[src/esdm_pkg.sv]
`default_nettype none

package esdm_pkg;

  // Field widths
  localparam int unsigned CprW    = 16;
  localparam int unsigned CircW   = 24;
  localparam int unsigned CountW  = 16;
  localparam int unsigned MsW     = 16;
  localparam int unsigned DeltaW  = 16;
  localparam int unsigned TotW    = 32;
  localparam int unsigned ResW    = 32;

  // Configuration port
  localparam int unsigned CfgIdxW  = 1;
  localparam int unsigned CfgDataW = 24;
  localparam logic [CfgIdxW-1:0] CfgCpr  = 1'b0;
  localparam logic [CfgIdxW-1:0] CfgCirc = 1'b1;

  localparam logic [CprW-1:0]  CprReset  = 16'd1320;
  localparam logic [CircW-1:0] CircReset = 24'd204204;

  // 60 s/min * 1000 ms/s * 1000 milli-rpm/rpm
  localparam int unsigned RpmScaleW = 26;
  localparam logic [RpmScaleW-1:0] RpmScale = 26'd60000000;
  // um per mm
  localparam int unsigned MmScaleW = 10;
  localparam logic [MmScaleW-1:0] MmScale = 10'd1000;

  // Quotient bits developed before saturation to 32-bit signed
  localparam int unsigned QuotW = 33;

  localparam int unsigned ChannelsDefault = 2;

  // Input action codes
  localparam logic ActSample = 1'b0;
  localparam logic ActClear  = 1'b1;

  typedef struct packed {
    logic              action;
    logic              channel;
    logic [CountW-1:0] counter_value;
    logic [MsW-1:0]    span_ms;
  } in_req_t;

  typedef struct packed {
    logic signed [DeltaW-1:0] delta_counts;
    logic signed [TotW-1:0]   total_counts;
    logic signed [ResW-1:0]   speed_milli_rpm;
    logic signed [ResW-1:0]   speed_mm_per_s;
    logic signed [ResW-1:0]   distance_mm;
  } out_rsp_t;

  // Divider control
  typedef struct packed {
    logic start;
    logic neg;   // result is negative
    logic zero;  // force result to zero
  } div_ctl_t;

endpackage

`default_nettype wire

[src/esdm_sermul.sv]
`default_nettype none

// Shift-add multiplier, one multiplier bit per cycle.
module esdm_sermul #(
  parameter int unsigned AW = 16,
  parameter int unsigned BW = 16
) (
  input  wire logic            clk_i,
  input  wire logic            rst_ni,
  input  wire logic            start_i,
  input  wire logic [AW-1:0]   a_i,
  input  wire logic [BW-1:0]   b_i,
  output logic                 busy_o,
  output logic [AW+BW-1:0]     prod_o
);
  import esdm_pkg::*;

  localparam int unsigned PW   = AW + BW;
  localparam int unsigned CntW = $clog2(BW + 1);

  logic [PW-1:0]   m_q;
  logic [BW-1:0]   b_q;
  logic [PW-1:0]   p_q;
  logic [CntW-1:0] cnt_q;

  always_ff @(posedge clk_i or negedge rst_ni) begin
    if (!rst_ni) begin
      m_q   <= '0;
      b_q   <= '0;
      p_q   <= '0;
      cnt_q <= '0;
    end else if (start_i) begin
      m_q   <= PW'(a_i);
      b_q   <= b_i;
      p_q   <= '0;
      cnt_q <= CntW'(BW);
    end else if (cnt_q != '0) begin
      if (b_q[0]) begin
        p_q <= p_q + m_q;
      end
      m_q   <= m_q << 1;
      b_q   <= b_q >> 1;
      cnt_q <= cnt_q - CntW'(1);
    end
  end

  assign busy_o = (cnt_q != '0);
  assign prod_o = p_q;

endmodule

`default_nettype wire

[src/esdm_serdiv.sv]
`default_nettype none

// Restoring divider, one quotient bit per cycle.
// res = sign * round_half_away(mag / den), saturated to signed ResW.
module esdm_serdiv #(
  parameter int unsigned MagW = 56,
  parameter int unsigned DenW = 32
) (
  input  wire logic                 clk_i,
  input  wire logic                 rst_ni,
  input  wire esdm_pkg::div_ctl_t   ctl_i,
  input  wire logic [MagW-1:0]      mag_i,
  input  wire logic [DenW-1:0]      den_i,
  output logic                      busy_o,
  output logic signed [esdm_pkg::ResW-1:0] res_o
);
  import esdm_pkg::*;

  localparam int unsigned NW   = MagW + 2;
  localparam int unsigned HiW  = NW - QuotW;
  localparam int unsigned DW   = DenW + 1;
  localparam int unsigned CW   = (HiW > DW) ? HiW : DW;
  localparam int unsigned CntW = $clog2(QuotW + 1);

  typedef enum logic [1:0] {DvIdle, DvCheck, DvRun, DvSat} dv_state_e;

  dv_state_e         state_q;
  logic [NW-1:0]     n_q;
  logic [DW-1:0]     d_q;
  logic [DW-1:0]     rem_q;
  logic [QuotW-1:0]  q_q;
  logic [CntW-1:0]   cnt_q;
  logic              neg_q;
  logic              zero_q;
  logic              ovf_q;
  logic signed [ResW-1:0] res_q;

  logic [CW-1:0]     hi_ext;
  logic [CW-1:0]     d_ext;
  logic [DW:0]       shifted;
  logic [DW:0]       diff;
  logic              ge;
  logic [DW-1:0]     rem_d;
  logic              pos_big;
  logic              neg_big;
  logic [ResW-1:0]   q_lo;
  logic [ResW-1:0]   res_d;

  assign hi_ext  = CW'(n_q[NW-1:QuotW]);
  assign d_ext   = CW'(d_q);
  assign shifted = {rem_q, n_q[QuotW-1]};
  assign ge      = (shifted >= {1'b0, d_q});
  assign diff    = shifted - {1'b0, d_q};
  assign rem_d   = ge ? diff[DW-1:0] : shifted[DW-1:0];

  // Saturation bounds: +2^31-1 and -2^31
  assign q_lo    = q_q[ResW-1:0];
  assign pos_big = (q_q[QuotW-1:ResW-1] != '0);
  assign neg_big = (q_q[QuotW-1:ResW] != '0) || (q_q[ResW-1] && (q_q[ResW-2:0] != '0));

  always_comb begin
    if (zero_q) begin
      res_d = '0;
    end else if (neg_q) begin
      res_d = (ovf_q || neg_big) ? {1'b1, {(ResW-1){1'b0}}} : (~q_lo + ResW'(1));
    end else begin
      res_d = (ovf_q || pos_big) ? {1'b0, {(ResW-1){1'b1}}} : q_lo;
    end
  end

  always_ff @(posedge clk_i or negedge rst_ni) begin
    if (!rst_ni) begin
      state_q <= DvIdle;
      n_q     <= '0;
      d_q     <= '0;
      rem_q   <= '0;
      q_q     <= '0;
      cnt_q   <= '0;
      neg_q   <= 1'b0;
      zero_q  <= 1'b0;
      ovf_q   <= 1'b0;
      res_q   <= '0;
    end else begin
      unique case (state_q)
        DvIdle: begin
          if (ctl_i.start) begin
            // round half away: (2*mag + den) / (2*den)
            n_q     <= NW'({mag_i, 1'b0}) + NW'(den_i);
            d_q     <= {den_i, 1'b0};
            neg_q   <= ctl_i.neg;
            zero_q  <= ctl_i.zero;
            state_q <= DvCheck;
          end
        end
        DvCheck: begin
          q_q <= '0;
          if (hi_ext >= d_ext) begin
            ovf_q   <= 1'b1;
            state_q <= DvSat;
          end else begin
            ovf_q   <= 1'b0;
            rem_q   <= hi_ext[DW-1:0];
            cnt_q   <= CntW'(QuotW);
            state_q <= DvRun;
          end
        end
        DvRun: begin
          rem_q <= rem_d;
          q_q   <= {q_q[QuotW-2:0], ge};
          n_q   <= n_q << 1;
          cnt_q <= cnt_q - CntW'(1);
          if (cnt_q == CntW'(1)) begin
            state_q <= DvSat;
          end
        end
        DvSat: begin
          res_q   <= res_d;
          state_q <= DvIdle;
        end
        default: state_q <= DvIdle;
      endcase
    end
  end

  assign busy_o = (state_q != DvIdle);
  assign res_o  = res_q;

endmodule

`default_nettype wire

[src/encoder_speed_distance_meter.sv]
// Encoder speed and distance meter.
// Input channel (in_valid_i / in_ready_o / in_req_i): one request per encoder
// sample or per clear. A sample gives the channel's 16-bit counter snapshot and
// the milliseconds since the last sample; a clear zeroes that channel.
// Output channel (out_valid_o / out_ready_i / out_rsp_o): exactly one result
// per request: count delta, wrapping running total, speed in milli-rpm and
// mm/s, and distance in mm, each rounded half away from zero and saturated.
// Config port (cfg_we_i / cfg_idx_i / cfg_wdata_i): counts per revolution and
// wheel circumference in um; write only while no request is in flight.
// A request passes setup, the serial multiplies (their length set by the
// 24-bit circumference), the divider launch, the divider (range check, 33
// quotient bits, saturation) and the output register. One request is worked
// at a time; the next is taken the cycle after the result enters the output
// register. A stalled receiver holds the result in the output register; one
// more request can be worked meanwhile, then input stalls too.
// Reset: channel counters and totals cleared, registers to their defaults.
`default_nettype none

module encoder_speed_distance_meter #(
  parameter int unsigned Channels = esdm_pkg::ChannelsDefault
) (
  input  wire logic                            clk_i,
  input  wire logic                            rst_ni,
  input  wire logic                            in_valid_i,
  output logic                                 in_ready_o,
  input  wire esdm_pkg::in_req_t               in_req_i,
  output logic                                 out_valid_o,
  input  wire logic                            out_ready_i,
  output esdm_pkg::out_rsp_t                   out_rsp_o,
  input  wire logic                            cfg_we_i,
  input  wire logic [esdm_pkg::CfgIdxW-1:0]    cfg_idx_i,
  input  wire logic [esdm_pkg::CfgDataW-1:0]   cfg_wdata_i
);
  import esdm_pkg::*;

  typedef enum logic [2:0] {StIdle, StLoad, StMul, StDivGo, StDiv, StDone} st_e;

  // Config registers
  logic [CprW-1:0]  cpr_q;
  logic [CircW-1:0] circ_q;

  // Per-channel state
  logic [CountW-1:0] prev_q [Channels];
  logic [TotW-1:0]   tot_q  [Channels];

  st_e               state_q;
  logic [DeltaW-1:0] delta_q;     // delta of this request (0 when not updated)
  logic [TotW-1:0]   total_q;     // total reported for this request
  logic [MsW-1:0]    ms_q;
  logic              zero_spd_q;
  logic              zero_dist_q;
  logic              out_valid_q;
  out_rsp_t          out_rsp_q;

  logic              accept;
  logic              ch_ok;
  logic              req_ok;
  logic              upd;
  logic [CountW-1:0] sel_prev;
  logic [TotW-1:0]   sel_tot;
  logic [DeltaW-1:0] d_raw;
  logic [TotW-1:0]   new_tot;

  logic [DeltaW-1:0] mag_d;
  logic [TotW-1:0]   mag_t;
  logic              mul_start;
  logic              mul_busy;
  logic              div_busy;

  logic [RpmScaleW+DeltaW-1:0] prod_rpm;
  logic [CircW+DeltaW-1:0]     prod_mms;
  logic [TotW+CircW-1:0]       prod_dist;
  logic [CprW+MsW-1:0]         den_spd;
  logic [CprW+MmScaleW-1:0]    den_dist;
  logic                        busy_rpm, busy_mms, busy_dist, busy_den, busy_dden;

  div_ctl_t               ctl_spd_rpm, ctl_spd_mms, ctl_dist;
  logic signed [ResW-1:0] res_rpm, res_mms, res_dist;
  logic                   dbusy_rpm, dbusy_mms, dbusy_dist;

  // ---------------------------------------------------------------
  // Request decode and channel lookup
  // ---------------------------------------------------------------
  assign in_ready_o = (state_q == StIdle);
  assign accept     = in_valid_i && in_ready_o;
  assign ch_ok      = (32'(in_req_i.channel) < Channels);
  assign req_ok     = ch_ok && (in_req_i.action == ActSample);
  // An update needs nonzero time and a nonzero counts-per-rev
  assign upd        = req_ok && (in_req_i.span_ms != '0) && (cpr_q != '0);

  always_comb begin
    sel_prev = '0;
    sel_tot  = '0;
    for (int i = 0; i < Channels; i++) begin
      if (32'(in_req_i.channel) == 32'(i)) begin
        sel_prev = prev_q[i];
        sel_tot  = tot_q[i];
      end
    end
  end

  // Wrap-around delta of the 16-bit counter, sign-extended into the total
  assign d_raw   = in_req_i.counter_value - sel_prev;
  assign new_tot = sel_tot + {{(TotW-DeltaW){d_raw[DeltaW-1]}}, d_raw};

  // ---------------------------------------------------------------
  // Sequencer, channel state, output register
  // ---------------------------------------------------------------
  always_ff @(posedge clk_i or negedge rst_ni) begin
    if (!rst_ni) begin
      state_q     <= StIdle;
      cpr_q       <= CprReset;
      circ_q      <= CircReset;
      delta_q     <= '0;
      total_q     <= '0;
      ms_q        <= '0;
      zero_spd_q  <= 1'b1;
      zero_dist_q <= 1'b1;
      out_valid_q <= 1'b0;
      out_rsp_q   <= '0;
      for (int i = 0; i < Channels; i++) begin
        prev_q[i] <= '0;
        tot_q[i]  <= '0;
      end
    end else begin
      if (cfg_we_i) begin
        unique case (cfg_idx_i)
          CfgCpr:  cpr_q  <= cfg_wdata_i[CprW-1:0];
          CfgCirc: circ_q <= cfg_wdata_i[CircW-1:0];
          default: ;
        endcase
      end

      // StDone reloads the register itself when it is emptied there
      if (out_valid_q && out_ready_i && (state_q != StDone)) begin
        out_valid_q <= 1'b0;
      end

      unique case (state_q)
        StIdle: begin
          if (accept) begin
            delta_q     <= upd ? d_raw : '0;
            total_q     <= req_ok ? (upd ? new_tot : sel_tot) : '0;
            ms_q        <= in_req_i.span_ms;
            zero_spd_q  <= !upd;
            zero_dist_q <= !(req_ok && (cpr_q != '0));
            for (int i = 0; i < Channels; i++) begin
              if (32'(in_req_i.channel) == 32'(i)) begin
                if (ch_ok && (in_req_i.action == ActClear)) begin
                  prev_q[i] <= '0;
                  tot_q[i]  <= '0;
                end else if (upd) begin
                  prev_q[i] <= in_req_i.counter_value;
                  tot_q[i]  <= new_tot;
                end
              end
            end
            state_q <= StLoad;
          end
        end
        StLoad:  state_q <= StMul;
        StMul: begin
          if (!mul_busy) begin
            state_q <= StDivGo;
          end
        end
        StDivGo: state_q <= StDiv;
        StDiv: begin
          if (!div_busy) begin
            state_q <= StDone;
          end
        end
        StDone: begin
          // output register free, or emptied this cycle
          if (!out_valid_q || out_ready_i) begin
            out_valid_q               <= 1'b1;
            out_rsp_q.delta_counts    <= delta_q;
            out_rsp_q.total_counts    <= total_q;
            out_rsp_q.speed_milli_rpm <= res_rpm;
            out_rsp_q.speed_mm_per_s  <= res_mms;
            out_rsp_q.distance_mm     <= res_dist;
            state_q                   <= StIdle;
          end
        end
        default: state_q <= StIdle;
      endcase
    end
  end

  assign out_valid_o = out_valid_q;
  assign out_rsp_o   = out_rsp_q;

  // ---------------------------------------------------------------
  // Serial multipliers: numerators and denominators in parallel
  // ---------------------------------------------------------------
  assign mag_d     = delta_q[DeltaW-1] ? (~delta_q + DeltaW'(1)) : delta_q;
  assign mag_t     = total_q[TotW-1] ? (~total_q + TotW'(1)) : total_q;
  assign mul_start = (state_q == StLoad);
  assign mul_busy  = busy_rpm | busy_mms | busy_dist | busy_den | busy_dden;

  // |delta| * 60e6
  esdm_sermul #(.AW(RpmScaleW), .BW(DeltaW)) u_mul_rpm (
    .clk_i, .rst_ni, .start_i(mul_start),
    .a_i(RpmScale), .b_i(mag_d), .busy_o(busy_rpm), .prod_o(prod_rpm)
  );

  // |delta| * circumference
  esdm_sermul #(.AW(CircW), .BW(DeltaW)) u_mul_mms (
    .clk_i, .rst_ni, .start_i(mul_start),
    .a_i(circ_q), .b_i(mag_d), .busy_o(busy_mms), .prod_o(prod_mms)
  );

  // |total| * circumference; the 24-bit circumference operand sets the multiply phase length
  esdm_sermul #(.AW(TotW), .BW(CircW)) u_mul_dist (
    .clk_i, .rst_ni, .start_i(mul_start),
    .a_i(mag_t), .b_i(circ_q), .busy_o(busy_dist), .prod_o(prod_dist)
  );

  // cpr * ms
  esdm_sermul #(.AW(CprW), .BW(MsW)) u_mul_den (
    .clk_i, .rst_ni, .start_i(mul_start),
    .a_i(cpr_q), .b_i(ms_q), .busy_o(busy_den), .prod_o(den_spd)
  );

  // cpr * 1000
  esdm_sermul #(.AW(CprW), .BW(MmScaleW)) u_mul_dden (
    .clk_i, .rst_ni, .start_i(mul_start),
    .a_i(cpr_q), .b_i(MmScale), .busy_o(busy_dden), .prod_o(den_dist)
  );

  // ---------------------------------------------------------------
  // Serial dividers with rounding and saturation
  // ---------------------------------------------------------------
  assign ctl_spd_rpm = '{start: (state_q == StDivGo), neg: delta_q[DeltaW-1],
                         zero: zero_spd_q};
  assign ctl_spd_mms = ctl_spd_rpm;
  assign ctl_dist    = '{start: (state_q == StDivGo), neg: total_q[TotW-1],
                         zero: zero_dist_q};
  assign div_busy    = dbusy_rpm | dbusy_mms | dbusy_dist;

  esdm_serdiv #(.MagW(RpmScaleW+DeltaW), .DenW(CprW+MsW)) u_div_rpm (
    .clk_i, .rst_ni, .ctl_i(ctl_spd_rpm), .mag_i(prod_rpm), .den_i(den_spd),
    .busy_o(dbusy_rpm), .res_o(res_rpm)
  );

  esdm_serdiv #(.MagW(CircW+DeltaW), .DenW(CprW+MsW)) u_div_mms (
    .clk_i, .rst_ni, .ctl_i(ctl_spd_mms), .mag_i(prod_mms), .den_i(den_spd),
    .busy_o(dbusy_mms), .res_o(res_mms)
  );

  esdm_serdiv #(.MagW(TotW+CircW), .DenW(CprW+MmScaleW)) u_div_dist (
    .clk_i, .rst_ni, .ctl_i(ctl_dist), .mag_i(prod_dist), .den_i(den_dist),
    .busy_o(dbusy_dist), .res_o(res_dist)
  );

endmodule

`default_nettype wire

[config.mk]
export PLATFORM = sky130hd
export DESIGN_NAME = encoder_speed_distance_meter
export DESIGN_NICKNAME = d
export VERILOG_FILES = /design/src/esdm_pkg.sv /design/src/esdm_sermul.sv /design/src/esdm_serdiv.sv /design/src/encoder_speed_distance_meter.sv
export SDC_FILE = /design/constraint.sdc
export NUM_CORES = 2
export LEC_CHECK = 0
export BUFFER_PORTS_ARGS = -buffer_cell sky130_fd_sc_hd__buf_2
export CORE_MARGIN = 8
export CORE_UTILIZATION = 45
export DETAILED_ROUTE_END_ITERATION = 12
export PLACE_DENSITY = 0.71
export RECOVER_POWER = 25
export SYNTH_ARGS = -nofsm -noshare
export SYNTH_HDL_FRONTEND = slang
export SYNTH_SLANG_ARGS = --single-unit
[constraint.sdc]
create_clock -name clk_i -period 14.1 [get_ports clk_i]
set_input_delay 1.41 -clock clk_i [delete_from_list [all_inputs] [get_ports clk_i]]
set_output_delay 1.41 -clock clk_i [all_outputs]
set_load 0.05 [all_outputs]
==> results_dict.tcl <==
set metrics [dict create \
    cts_hold_buf 0 \
    yosysSeqAreaShare_pct 42.4 \
    fp.dieArea_mm2 0.196 \
    yosysWarnings 0 \
    slew_headroom_pct -366 \
    totalWireLength_um 221000 \
    ys_top_cells_by_area "dfrtp_1, ha_1, nand2_1, a21oi_1, o21ai_0" \
    track_usage_pct 21.8 \
    fin_setup_tns_ns 0 \
    grt_overflow 0 \
    hold_slack_ns 0.472 \
    grt_pass1_wl_um 359000 \
    worstPathRequired_ns 14.86 \
    core_mm2 0.181 \
    nets 9877 \
    first_global_vias 66917 \
    area_growth_syn_to_layout_pct 10.3 \
    syn-instance-count 9355 \
    violations "max-capacitance violations, max-slew violations" \
    path_max_fanout 136 \
    cts_setup_buffers 0 \
    synth-edff-count 0 \
    arrival_ns 9.28 \
    gp_congestion 0.915 \
    route.detailed.drc 0 \
    final_core_util_pct 50.0 \
    cts.sinks 1387 \
    die_height_um 443 \
    finClkSkew_ns 0.0431 \
    async_reset_ff_share_pct 100 \
    worstMarginPinSlew_ns 6.98 \
    max_freq_mhz 117 \
    p_leak_nw 42.1 \
    synthTopCellsByCount "nand2_1, dfrtp_1, a21oi_1, o21ai_0, nor2_1" \
    io_buffers 209 \
    top_layer "met5" \
    path_class "primary input to async pin" \
    slew_viol_final 954 \
    synth_flop_cell "dfrtp_1" \
    wire_per_inst_um 18.7 \
    hp-class "register to register" \
    final-hold-violation-count 0 \
    yosysUniqueCellTypes 110 \
    antenna_found_initial 11 \
    h-tree-depth 4 \
    nFillCells 16693 \
    syn_avg_cell_area_um2 8.76 \
    dp_hpwl_um 155000 \
    initial_core_util_pct 45.3 \
    status "finished with violations" \
    path_clk_slew_ns 0.06 \
    synth_seq_cells 1387 \
    vias 69163 \
    vias_per_cell 5.85 \
    wl_met1_um 99300 \
    cap_violations 15 \
    dr.pass1.iters 6 \
    cts_buffer_depth 3 \
    met3_length_um 12300 \
    io_pins 210 \
    finalSetupViolCount 0 \
    synth_top_cell_by_area "dfrtp_1" \
    fp-row-count 156 \
    power_density_mw_per_mm2 274 \
    yosysMostFrequentCell "nand2_1" \
    cts_root_buffer "clkbuf_16" \
    cts_tree "built" \
    rsz0062_at_grt "no" \
    critPathLaunchType "primary input" \
    clock_latency_ns 0.80 \
    ant_nets 0 \
    die_w_um 443 \
    post_cts_resized 0 \
    numCtsBuffers 156 \
    crit_path_end_kind "async pin" \
    fin_crit_sh_pct 60.4 \
    grt_max_degree 174 \
    dr.first_iter.drc_count 5761 \
    drive_gt1_share_pct 9.40 \
    min_period_ns 8.52 \
    synth_top_area_share_pct 41.8 \
    peakVddDrop_mv 0.157 \
    wl_met2_um 100000 \
    syn_nets 9908 \
    netlist_area_mm2 0.0820 \
]
state kept, by name, summed over array words and instances, names as in the netlist, 33 cells and up:
signal and cells:
u_div_dist.n_q 58, u_mul_dist.prod_o 56, u_mul_rpm.prod_o 34, out_rsp_o 144
u_mul_rpm.m_q 34, u_div_dist.q_q 33, u_div_rpm.rem_q 33, tot_q 64
u_div_rpm.q_q 33, u_mul_mms.prod_o 40, u_mul_mms.m_q 40, u_mul_dist.m_q 56
u_div_rpm.n_q 44, u_div_mms.q_q 33, u_div_mms.n_q 42, u_div_mms.rem_q 33
metal layers:
metal	vias to the layer above	GRT usage, %
li1	33131	-
met1	33531	29.6
met2	2010	35.1
met3	489	3.33
met4	2	8.78
met5	-	0
cell families (layout without fill, tap and decap cells):
| logic type | Yosys count | count (layout) | share of synthesized area (%) |
|---|---|---|---|
| other | 0 | 1 | 0 |
| adder cells (fa/ha/maj) | 489 | 489 | 7.57 |
| AND/OR/NAND/NOR | 3117 | 3117 | 17.1 |
| AO/OA/AOI/OAI | 2709 | 2709 | 20.3 |
| buffers and inverters | 953 | 1052 | 4.38 |
| multiplexers | 311 | 311 | 4.13 |
| XOR/XNOR | 389 | 389 | 4.16 |
| flip-flops | 1387 | 1387 | 42.4 |
per-stage QoR:
stage	instances	setup WS (ns)	instance area, um2	power [mW]
detailed placement	11536	6.43	85100	20.4
floorplan	9355	6.84	82000	17.0
CTS	11824	7.24	90500	24.8
finish	11825	5.58	90400	24.8
global route	11824	3.90	90400	26.8
global placement	11536	6.48	85100	19.9
layout make-up:
cell class	instances	area, um2	share of cell area (%)
multi-input cells	7015	43800	48.5
flip-flops and latches	1387	34700	38.4
clock buffers	218	4500	4.98
well taps	2370	2970	3.28
repair buffers	310	1810	2.00
inverters	454	1700	1.88
clock inverters	70	906	1.00
diodes	1	2.50	0.00277
final timing paths:
| path | startpoint | to | slack, ns | depth (start not counted) |
|---|---|---|---|---|
| max in group clk_i | in_req_i[32] | total_q[25] | 7.14 | 25 |
| max reg2reg | state_q[1] | u_mul_den.m_q[1] | 7.61 | 5 |
| max | rst_ni | u_mul_dist.b_q[8] | 5.58 | 4 |
| min in group asynchronous | rst_ni | u_div_dist.q_q[11] | 3.26 | 1 |
| min reg2reg | out_rsp_o[68] | out_rsp_o[68] | 0.47 | 2 |
| min | out_rsp_o[68] | out_rsp_o[68] | 0.47 | 2 |
worst max-delay path, stage by stage:
cell	delay (ns)
clkbuf_1	4.78
buf_4	1.17
buf_4	0.74
buf_4	0.88
report_power, final:
| part | internal (mW) | total [mW] | switching (mW) | leakage [nW] |
|---|---|---|---|---|
| Sequential | 5.54 | 7.04 | 1.50 | 17.8 |
| Combinational | 5.16 | 13.5 | 8.29 | 21.6 |
| Clock | 2.54 | 4.27 | 1.73 | 2.66 |
layout by cell type, fill, tap and decap left out, drive strengths merged, types with 80 or more instances in the layout:
master	instances
a21oi	794
dfrtp	1371
ha	477
nand4	80
nand2	1493
xor2	144
o31ai	103
mux2i	90
nor2	633
nor3	137
a21o	229
and3	87
o22ai	166
xnor2	245
clkbuf	232
a31oi	233
inv	463
buf	296
mux2	221
o21ai	679
nand3	267
Power figures use the tool's default switching activity.
